===== config.mk =====
export PLATFORM = sky130hd
export DESIGN_NAME = shifted_hamming_prealign_filter
export DESIGN_NICKNAME = d
export VERILOG_FILES = /design/src/hdl/shp_pkg.sv /design/src/hdl/shifted_hamming_prealign_filter.sv /design/src/hdl/shp_cell.sv
export SDC_FILE = /design/constraint.sdc
export NUM_CORES = 1
export LEC_CHECK = 0
export BUFFER_PORTS_ARGS = -buffer_cell sky130_fd_sc_hd__clkbuf_2
export CORE_ASPECT_RATIO = 1.5
export CORE_MARGIN = 2
export CORE_UTILIZATION = 30
export DETAILED_ROUTE_END_ITERATION = 10
export SETUP_SLACK_MARGIN = 0.05
export SLEW_MARGIN = 20
export SYNTH_ARGS = -nofsm -noshare
export SYNTH_HDL_FRONTEND = slang
export SYNTH_SLANG_ARGS = --single-unit

===== constraint.sdc =====
create_clock -name i_clk -period 4.4 [get_ports i_clk]
set_input_delay 0.22 -clock i_clk [delete_from_list [all_inputs] [get_ports i_clk]]
set_output_delay 0.22 -clock i_clk [all_outputs]
set_load 0.02 [all_outputs]

===== src/hdl/shp_pkg.sv =====
`timescale 1ns / 1ps

package shp_pkg;

    localparam int unsigned BASE_W      = 2;
    localparam int unsigned BUDGET_W    = 4;
    localparam int unsigned COUNT_OUT_W = 10;

    typedef logic [BASE_W-1:0]   t_base;
    typedef logic [BUDGET_W-1:0] t_budget;

    // per-cycle control broadcast to every cell
    typedef struct packed {
        logic shift;   // a transaction is accepted, window moves by one
        logic clear;   // that transaction ends the pair
    } t_cell_ctl;

endpackage


===== src/hdl/shifted_hamming_prealign_filter.sv =====
`timescale 1ns / 1ps
// channel   direction  handshake                          payload
// s_axis    in         i_s_axis_tvalid / o_s_axis_tready  tdata: read_base, ref_base; tlast
// m_axis    out        o_m_axis_tvalid / i_m_axis_tready  tdata: pass, error_count
// cfg       in         i_cfg_wr_en                        i_cfg_wr_data: error_budget
//
// one base pair per cycle while o_s_axis_tready is high; the shifted compares run in parallel across the cell row
// a result leaves through a one-deep output register, valid in the cycle after the last base is taken; base
// input is taken whenever the output register is empty or drains in the same cycle
// synchronous active-low reset clears cell valid bits, count, budget and output valid

module shifted_hamming_prealign_filter #(
    parameter int unsigned MAX_SHIFT = 15,
    parameter int unsigned MAX_LEN   = 512
) (
    input  logic        i_clk,
    input  logic        i_rst_n,
    input  logic        i_cfg_wr_en,
    input  logic [3:0]  i_cfg_wr_data,   // error_budget
    input  logic        i_s_axis_tvalid,
    output logic        o_s_axis_tready,
    input  logic [7:0]  i_s_axis_tdata,  // [1:0] read_base, [3:2] ref_base, rest zero
    input  logic        i_s_axis_tlast,  // last_base
    output logic        o_m_axis_tvalid,
    input  logic        i_m_axis_tready,
    output logic [15:0] o_m_axis_tdata   // [0] pass, [10:1] error_count, rest zero
);
    import shp_pkg::*;

    localparam int unsigned CNT_W = $clog2(MAX_LEN + 1);

    t_budget         r_budget;
    logic [CNT_W-1:0] r_total;
    logic [CNT_W-1:0] n_total;
    logic            r_out_valid;
    logic            r_out_pass;
    logic [COUNT_OUT_W-1:0] r_out_count;
    logic [CNT_W+COUNT_OUT_W-1:0] w_count_ext;

    t_base           w_rd_in;
    t_base           w_rf_in;
    logic            w_acc;
    logic            w_err;
    t_cell_ctl       w_ctl;

    t_base           w_rd  [MAX_SHIFT];
    t_base           w_rf  [MAX_SHIFT];
    logic            w_vld [MAX_SHIFT];
    logic [MAX_SHIFT-1:0] w_kill;

    assign w_rd_in = i_s_axis_tdata[1:0];
    assign w_rf_in = i_s_axis_tdata[3:2];

    assign o_s_axis_tready = !r_out_valid || i_m_axis_tready;
    assign w_acc           = i_s_axis_tvalid && o_s_axis_tready;
    assign w_ctl.shift     = w_acc;
    assign w_ctl.clear     = w_acc && i_s_axis_tlast;

    for (genvar g = 0; g < MAX_SHIFT; g++) begin : g_cell
        if (g == 0) begin : g_head
            shp_cell #(.SHIFT(g + 1)) u_cell (
                .i_clk      (i_clk),
                .i_rst_n    (i_rst_n),
                .i_ctl      (w_ctl),
                .i_budget   (r_budget),
                .i_rd_cur   (w_rd_in),
                .i_rf_cur   (w_rf_in),
                .i_rd_prev  (w_rd_in),
                .i_rf_prev  (w_rf_in),
                .i_vld_prev (1'b1),
                .o_rd       (w_rd[g]),
                .o_rf       (w_rf[g]),
                .o_vld      (w_vld[g]),
                .o_kill     (w_kill[g])
            );
        end else begin : g_body
            shp_cell #(.SHIFT(g + 1)) u_cell (
                .i_clk      (i_clk),
                .i_rst_n    (i_rst_n),
                .i_ctl      (w_ctl),
                .i_budget   (r_budget),
                .i_rd_cur   (w_rd_in),
                .i_rf_cur   (w_rf_in),
                .i_rd_prev  (w_rd[g-1]),
                .i_rf_prev  (w_rf[g-1]),
                .i_vld_prev (w_vld[g-1]),
                .o_rd       (w_rd[g]),
                .o_rf       (w_rf[g]),
                .o_vld      (w_vld[g]),
                .o_kill     (w_kill[g])
            );
        end
    end

    // a position is an error only if no enabled shift rescues it
    assign w_err = (w_rd_in != w_rf_in) && !(|w_kill);

    always_comb begin
        n_total = r_total;
        if (w_err && (r_total < CNT_W'(MAX_LEN))) begin
            n_total = r_total + CNT_W'(1);
        end
    end

    assign w_count_ext = {{COUNT_OUT_W{1'b0}}, n_total};

    always_ff @(posedge i_clk) begin
        if (!i_rst_n) begin
            r_budget <= '0;
        end else if (i_cfg_wr_en) begin
            r_budget <= i_cfg_wr_data;
        end
    end

    always_ff @(posedge i_clk) begin
        if (!i_rst_n) begin
            r_total <= '0;
        end else if (w_acc) begin
            r_total <= i_s_axis_tlast ? '0 : n_total;
        end
    end

    always_ff @(posedge i_clk) begin
        if (!i_rst_n) begin
            r_out_valid <= 1'b0;
        end else if (w_ctl.clear) begin
            r_out_valid <= 1'b1;
        end else if (i_m_axis_tready) begin
            r_out_valid <= 1'b0;
        end
    end

    always_ff @(posedge i_clk) begin
        if (w_ctl.clear) begin
            r_out_pass  <= (n_total <= CNT_W'(r_budget));
            r_out_count <= w_count_ext[COUNT_OUT_W-1:0];
        end
    end

    assign o_m_axis_tvalid = r_out_valid;
    assign o_m_axis_tdata  = {5'b0, r_out_count, r_out_pass};

`ifndef SYNTHESIS
    a_result_follows_last: assert property (@(posedge i_clk) disable iff (!i_rst_n)
        w_acc && i_s_axis_tlast |=> r_out_valid)
        else $error("result not registered after last base");

    a_no_spurious_result: assert property (@(posedge i_clk) disable iff (!i_rst_n)
        w_acc && !i_s_axis_tlast && !r_out_valid |=> !r_out_valid)
        else $error("result appeared without last base");

    a_total_moves_on_accept: assert property (@(posedge i_clk) disable iff (!i_rst_n)
        !w_acc |=> $stable(r_total))
        else $error("error count changed without a transaction");

    a_window_cleared: assert property (@(posedge i_clk) disable iff (!i_rst_n)
        w_acc && i_s_axis_tlast |=> !w_vld[0] && (r_total == '0))
        else $error("pair state not cleared after last base");

    a_total_bounded: assert property (@(posedge i_clk) disable iff (!i_rst_n)
        w_acc |=> r_total <= CNT_W'(MAX_LEN))
        else $error("error count above ceiling");
`endif

endmodule


===== src/hdl/shp_cell.sv =====
`timescale 1ns / 1ps

module shp_cell #(
    parameter int unsigned SHIFT = 1
) (
    input  logic               i_clk,
    input  logic               i_rst_n,
    input  shp_pkg::t_cell_ctl i_ctl,
    input  shp_pkg::t_budget   i_budget,
    input  shp_pkg::t_base     i_rd_cur,
    input  shp_pkg::t_base     i_rf_cur,
    input  shp_pkg::t_base     i_rd_prev,
    input  shp_pkg::t_base     i_rf_prev,
    input  logic               i_vld_prev,
    output shp_pkg::t_base     o_rd,
    output shp_pkg::t_base     o_rf,
    output logic               o_vld,
    output logic               o_kill
);
    import shp_pkg::*;

    t_base r_rd;
    t_base r_rf;
    logic  r_vld;
    logic  w_en;

    // the cell holds the base pair seen SHIFT positions ago
    always_ff @(posedge i_clk) begin
        if (!i_rst_n) begin
            r_vld <= 1'b0;
        end else if (i_ctl.shift) begin
            r_vld <= i_ctl.clear ? 1'b0 : i_vld_prev;
        end
    end

    always_ff @(posedge i_clk) begin
        if (i_ctl.shift) begin
            r_rd <= i_rd_prev;
            r_rf <= i_rf_prev;
        end
    end

    assign w_en = (int'(i_budget) >= SHIFT);

    // shift before the start of the pair counts as a match
    assign o_kill = w_en && (!r_vld || (r_rd == i_rf_cur) || (i_rd_cur == r_rf));

    assign o_rd  = r_rd;
    assign o_rf  = r_rf;
    assign o_vld = r_vld;

endmodule

# After elaboration in Yosys (flattened, before gate mapping)
# Cells that the tools add are included.
[totals]
ff_bits = 101
in_bits = 18
output_inout_bits = 18
elab_cells = 187
[op_classes]
n_addsub = 1
magnitude_cmp = 17
eq_ne = 31
mux = 19
reduce_logical = 69
[ops]
columns = ["cell", "count"]
rows = [
  ["2-bit == test", 30],
  ["4-bit greater-or-equal comparator (second input constant)", 8],
  ["1-bit logical OR", 31],
  ["10-bit 2-to-1 mux", 2],
  ["1-bit logical AND", 19],
  ["1-bit zero test", 17],
  ["1-bit 2-to-1 mux", 17],
  ["4-bit by 3-bit greater-or-equal comparator with 1-bit output (second input constant)", 4],
  ["15-bit OR reduction", 1],
  ["10-bit by 1-bit adder with 10-bit output (second input constant)", 1],
  ["10-bit by 4-bit <= comparator with 1-bit output", 1],
  ["10-bit < comparator (second input constant)", 1],
  ["4-bit by 2-bit greater-or-equal comparator with 1-bit output (second input constant)", 2],
  ["4-bit by 1-bit greater-or-equal comparator with 1-bit output (second input constant)", 1],
  ["2-bit != test", 1],
  ["2-bit nonzero test", 1],
]

# Logic depth before layout (Yosys ltp)
[logic_depth]
word_depth = 10
depth_mapped = 19
ltp_nobuf = 17

# Modules after synthesis
# A second synthesis with hierarchy kept.
[hier_totals]
cells_unflattened = 401
hier_area_um2 = 4819.6
[modules_own_cells]
columns = ["module", "n_inst", "cells_each", "area_per_inst_um2", "seq_area_each_um2"]
rows = [
  ["shifted_hamming_prealign_filter", 1, 165, 1619.1, 630.6],
  ["shp_cell (g_cell[0].g_head.u_cell ...)", 3, 16, 214.0, 140.1],
  ["shp_cell (g_cell[13].g_body.u_cell ...)", 3, 16, 212.7, 140.1],
  ["shp_cell (g_cell[12].g_body.u_cell ...)", 2, 16, 215.2, 140.1],
  ["shp_cell (g_cell[11].g_body.u_cell ...)", 2, 15, 210.2, 140.1],
  ["shp_cell (g_cell[4].g_body.u_cell)", 1, 17, 217.7, 140.1],
  ["shp_cell (g_cell[10].g_body.u_cell)", 1, 16, 216.5, 140.1],
  ["shp_cell (g_cell[8].g_body.u_cell)", 1, 15, 214.0, 140.1],
  ["shp_cell (g_cell[1].g_body.u_cell)", 1, 15, 212.7, 140.1],
  ["shp_cell (g_cell[7].g_body.u_cell)", 1, 15, 209.0, 140.1],
]

# Least setup slack after synthesis
# OpenSTA, ideal clock, no wires.
[synth_timing]
kind = "register to register"
from = "reg r_out_valid (netlist: o_m_axis_tvalid)"
to = "reg r_out_count[0], enable pin"
setup_ns = 0.345
arrival_time_ns = 3.401
required_time_ns = 4.055
slack_ns = 0.654
path_stages_with_launch = 7
path_buffers = 1
synth_period_minus_slack_ns = 3.746
path_cell_list = "dfxtp_1 > nand2b_1 > nand2_1 > inv_1 > clkbuf_1 > nand2_1 > inv_1"
[synth_lines]
columns = ["element", "line", "source"]
rows = [
  ["start, declared", "shifted_hamming_prealign_filter.sv:35", "logic r_out_valid;"],
  ["start signal, assigned", "shifted_hamming_prealign_filter.sv:125", "r_out_valid <= 1'b0;"],
  ["start signal, assigned", "shifted_hamming_prealign_filter.sv:127", "r_out_valid <= 1'b1;"],
  ["start signal, assigned", "shifted_hamming_prealign_filter.sv:129", "r_out_valid <= 1'b0;"],
  ["end signal, assigned", "shifted_hamming_prealign_filter.sv:136", "r_out_count <= w_count_ext[COUNT_OUT_W-1:0];"],
  ["end, declared", "shifted_hamming_prealign_filter.sv:37", "logic [COUNT_OUT_W-1:0] r_out_count;"],
]

# Worst setup path in the final report
[layout_timing]
from = "in i_s_axis_tdata[0]"
to = "reg r_out_pass, data pin"
[layout_via]
elab_chain_len = 9
elab_cells_between_ends = 52
classes_between = "order compare: 1; eq/ne: 16; mux: 1; reduce/logical: 34"
[layout_rtl]
columns = ["element", "line", "source"]
rows = [
  ["start, declared", "shifted_hamming_prealign_filter.sv:22", "input logic [7:0] i_s_axis_tdata,"],
  ["2-bit == test", "shp_cell.sv:46", "assign o_kill = w_en && (!r_vld || (r_rd == i_rf_cur) || (i_rd_cur == r_rf));"],
  ["1-bit logical OR", "shp_cell.sv:46", ""],
  ["1-bit logical AND", "shp_cell.sv:46", ""],
  ["15-bit OR reduction", "shifted_hamming_prealign_filter.sv:96", "assign w_err = (w_rd_in != w_rf_in) && !(|w_kill);"],
  ["1-bit zero test", "shifted_hamming_prealign_filter.sv:96", ""],
  ["1-bit logical AND *", "shifted_hamming_prealign_filter.sv:96", ""],
  ["1-bit logical AND *", "shifted_hamming_prealign_filter.sv:100", "if (w_err && (r_total < CNT_W'(MAX_LEN))) begin"],
  ["10-bit 2-to-1 mux *", "shifted_hamming_prealign_filter.sv:100", ""],
  ["via n_total[1]", "shifted_hamming_prealign_filter.sv:34", "logic [CNT_W-1:0] n_total;"],
  ["10-bit by 4-bit <= comparator with 1-bit output *", "shifted_hamming_prealign_filter.sv:135", "r_out_pass <= (n_total <= CNT_W'(r_budget));"],
  ["end signal, assigned", "shifted_hamming_prealign_filter.sv:135", ""],
  ["end, declared", "shifted_hamming_prealign_filter.sv:36", "logic r_out_pass;"],
]
# Mark *: on every way through the listed nets, which the timed path passes. The rest lies on a longest branch.
# A chain may end at the register's enable or synchronous reset.

==> results.py <==
metrics = {
    "setup_path": {
        "slowest_stage": "clkbuf_2",
        "required_ns": 4.57,
        "worstPathCellList": "clkbuf_2 > xor2_1 > o221ai_1 > a221o_1 > a21oi_1 > o32a_1 > nand2_2 > mux2_2 > ha_1 > nor2b_1 > o21ai_0 > nand2b_1 > a21oi_1 > a41oi_1 > nor2_1 > o21ai_0 > nor4_1",
        "cp-start-kind": "input pin",
        "critical_path_buf_inv_count": 1,
        "cp_data_arrival_time_ns": 3.72,
        "cp_top_family": "compound AO/OA/AOI/OAI gates",
        "cp_max_fo": 17,
        "crit_start": "i_s_axis_tdata[0]",
        "worstSetupPathType": "input pin to register",
        "r2r-start": "g_cell[13].g_body.u_cell.o_rd[0]$_DFFE_PP_",
        "crit_path_end_kind": "register",
        "critPathMaxStageDelay_ns": 0.49,
    },
    "clock_network": {
        "clock_sinks": 101,
        "post_cts_buffers": 0,
        "clkTransAtPathRegs_ns": 0.07,
        "clock_latency_ns": 0.35,
        "tritoncts": "built",
        "cts_resized": 0,
        "holdBufCountCts": 0,
        "htree_num_levels": 3,
        "cts_made_buffers": 9,
        "clk_path_buf_depth": 2,
        "cts_root_buf": "clkbuf_16",
    },
    "global_routing": {
        "grt_max_degree": 47,
        "grt_first_pass_wirelength_mm": 14.8,
        "grt_antenna_before_repair": 0,
        "track_usage_pct": 11.6,
        "grt_overflow": 0,
        "grt_pass1_vias": 2912,
    },
    "run_status": {
        "status": "finished, final reports clean",
    },
    "sta": {
        "fin_setup_tns_ns": 0,
        "hold_viol": 0,
        "setup_violations": 0,
        "post-route-period-util_pct": 80.8,
        "worst_pin_slew_ns": 0.954,
        "clock-skew-final_ns": 0.0104,
        "maxSlewViolCount": 0,
        "min_period_ns": 3.56,
        "fmax_ghz": 0.281,
        "slew_headroom_pct": 36.3,
        "rsz0062_at_grt": "false",
    },
    "cells_and_area": {
        "antenna-diode-count": 0,
        "fin_nets": 424,
        "fin_cells": 609,
        "drive_gt1_share_pct": 14.3,
        "final_core_util_pct": 33.6,
        "syn_to_final_growth_pct": 11.1,
    },
    "floorplan": {
        "ioPinCount": 36,
        "die_w_um": 106,
        "coreArea_mm2": 0.0155,
        "die_area_mm2": 0.0167,
        "initial_core_util_pct": 30.3,
        "die-height_um": 157,
        "num_rows": 56,
    },
    "synth": {
        "ys_seq_area_share_pct": 58.3,
        "synth_seq_cells": 101,
        "ys.flop_type": "edfxtp_1",
        "synth_cell_types": 49,
        "synth_area_mm2": 0.00469,
        "avgSynthCellArea_um2": 12.2,
        "yosysWarnings": 0,
        "synthCells": 383,
        "async_flop_share_pct": 0,
        "synth-edff-count": 71,
    },
    "placed_design": {
        "gp_congestion": 0.752,
        "dpl.hpwl_mm": 6.36,
        "portBuffers": 26,
        "dp.cells": 593,
    },
    "routing": {
        "via_per_inst": 4.86,
        "wl_per_cell_um": 15.2,
        "vias": 2957,
        "wirelength_mm": 9.24,
        "drtIter0Drc": 140,
        "dr.pass1.iters": 4,
        "drc": 0,
        "postRouteAntennaNets": 0,
    },
    "power_and_ir_drop": {
        "power.leakage_uw": 0.00193,
        "ir_worst_vdd_uv": 170,
        "power.density_mw_per_mm2": 386,
        "finalPower_uw": 2010,
    },
    "worst_hold_path": {
        "min_path_type": "input pin to register",
        "hp-start": "i_cfg_wr_data[1]",
    },
    "job": {
        "drv_cap": 0,
    },
}
==> synth_stat cells (6+ instances only) <==
| master | count | area, um2 |
|---|---|---|
| nor2_1 | 31 | 116 |
| o221ai_1 | 12 | 105 |
| clkbuf_1 | 9 | 33.8 |
| edfxtp_1 | 71 | 2130 |
| nand2_1 | 15 | 56.3 |
| xnor2_1 | 12 | 105 |
| inv_1 | 8 | 30.0 |
| o21ai_0 | 7 | 35.0 |
| dfxtp_1 | 30 | 601 |
| xor2_1 | 58 | 508 |
| and3_1 | 16 | 100 |
| nor3_1 | 6 | 30.0 |
| a21oi_1 | 28 | 140 |
| mux2i_1 | 6 | 60.1 |
| and2_1 | 6 | 37.5 |
| buf_4 | 9 | 67.6 |
==> sequential cells by signal, indices dropped and copies added (netlist names) <==
| signal | cells |
|---|---|
| g_cell.g_body.u_cell.o_vld | 14 |
| r_out_count | 10 |
| g_cell.g_head.u_cell.o_rd | 2 |
| r_total | 10 |
| g_cell.g_body.u_cell.o_rd | 28 |
| g_cell.g_body.u_cell.o_rf | 28 |
| g_cell.g_head.u_cell.o_vld | 1 |
| g_cell.g_head.u_cell.o_rf | 2 |
| r_budget | 4 |
| o_m_axis_tvalid | 1 |
| r_out_pass | 1 |
==> worst min-delay path, cell delays in order <==
cell	delay (ns)
clkbuf_2	0.08
mux2i_1	0.06
nor2_1	0.07
==> stage by stage <==
step	setup WS, ns	instance area [um2]	hold slack (ns)
2_1_floorplan	0.654	4700	0.319
3_3_place_gp	0.532	4930	0.452
3_5_place_dp	0.484	4930	0.456
4_1_cts	0.851	5210	0.0989
5_1_grt	0.539	5210	0.143
6_report	0.844	5210	0.106
==> layer usage <==
layer / share of wire (%) / track usage [%] / vias up
met4: 2.8 / 6.02 / 0
met5: 0 / 0 / -
met2: 51 / 20.2 / 66
met1: 43 / 13.5 / 1462
li1: - / - / 1410
met3: 3.9 / 2.24 / 19
==> layout make-up <==
cell class                 instances  area [um2]
multi-input combinational        250        1750
clock inverter                     7        52.6
inverter                           9        33.8
clock buffer                       9         225
timing repair buffer              30         160
tap                              203         254
fill                            1552       10300
sequential                       101        2730
==> placed cells by master, fill, tap and decap left out, types with 2 or more instances in the layout <==
master / instances
conb_1: 5
mux2i_1: 6
edfxtp_1: 71
and2_1: 6
dfxtp_1: 30
and3_1: 16
nand4_2: 2
xor2_2: 2
o211ai_1: 4
inv_2: 2
or3_1: 2
o21ai_0: 7
nand2b_1: 2
a21oi_1: 28
inv_1: 7
nand4_1: 3
clkbuf_16: 9
clkbuf_2: 26
nand2_1: 15
nor2_1: 31
xnor2_1: 12
buf_4: 4
a31oi_1: 5
or4_1: 4
clkinv_4: 2
xor2_1: 58
nand3_1: 2
clkinvlp_4: 4
ha_1: 5
nor3_1: 6
o221ai_1: 12
==> cell families after synthesis <==
logic type | after synthesis | share of synthesized area [%]
compound gates | 68 | 10.2
xor+xnor | 72 | 13.8
fa+ha+maj | 5 | 1.33
buf+inv | 36 | 4.67
flops | 101 | 58.3
mux | 7 | 1.52
other cells | 1 | 0.0800
simple gates | 93 | 10.1
==> report_power, final <==
group          switching [uW]  leakage (uW)  internal, uW
Combinational             112      0.000876          56.0
Sequential               31.3      0.000927          1070
Clock                     356      0.000124           384
Total                     499       0.00193          1510
==> worst paths after layout <==
path | cells past startpoint | slack (ns) | endpoint
worst min register to register | 0 | 0.47 | g_cell[1].g_body.u_cell.o_rf[1]$_DFFE_PP_
worst min-delay path | 3 | 0.11 | r_budget[1]$_SDFFE_PN0P_
worst max-delay path | 17 | 0.84 | r_out_pass$_DFFE_PP_
worst max register to register | 16 | 0.85 | r_out_pass$_DFFE_PP_
Power figures use the tool's default switching activity.
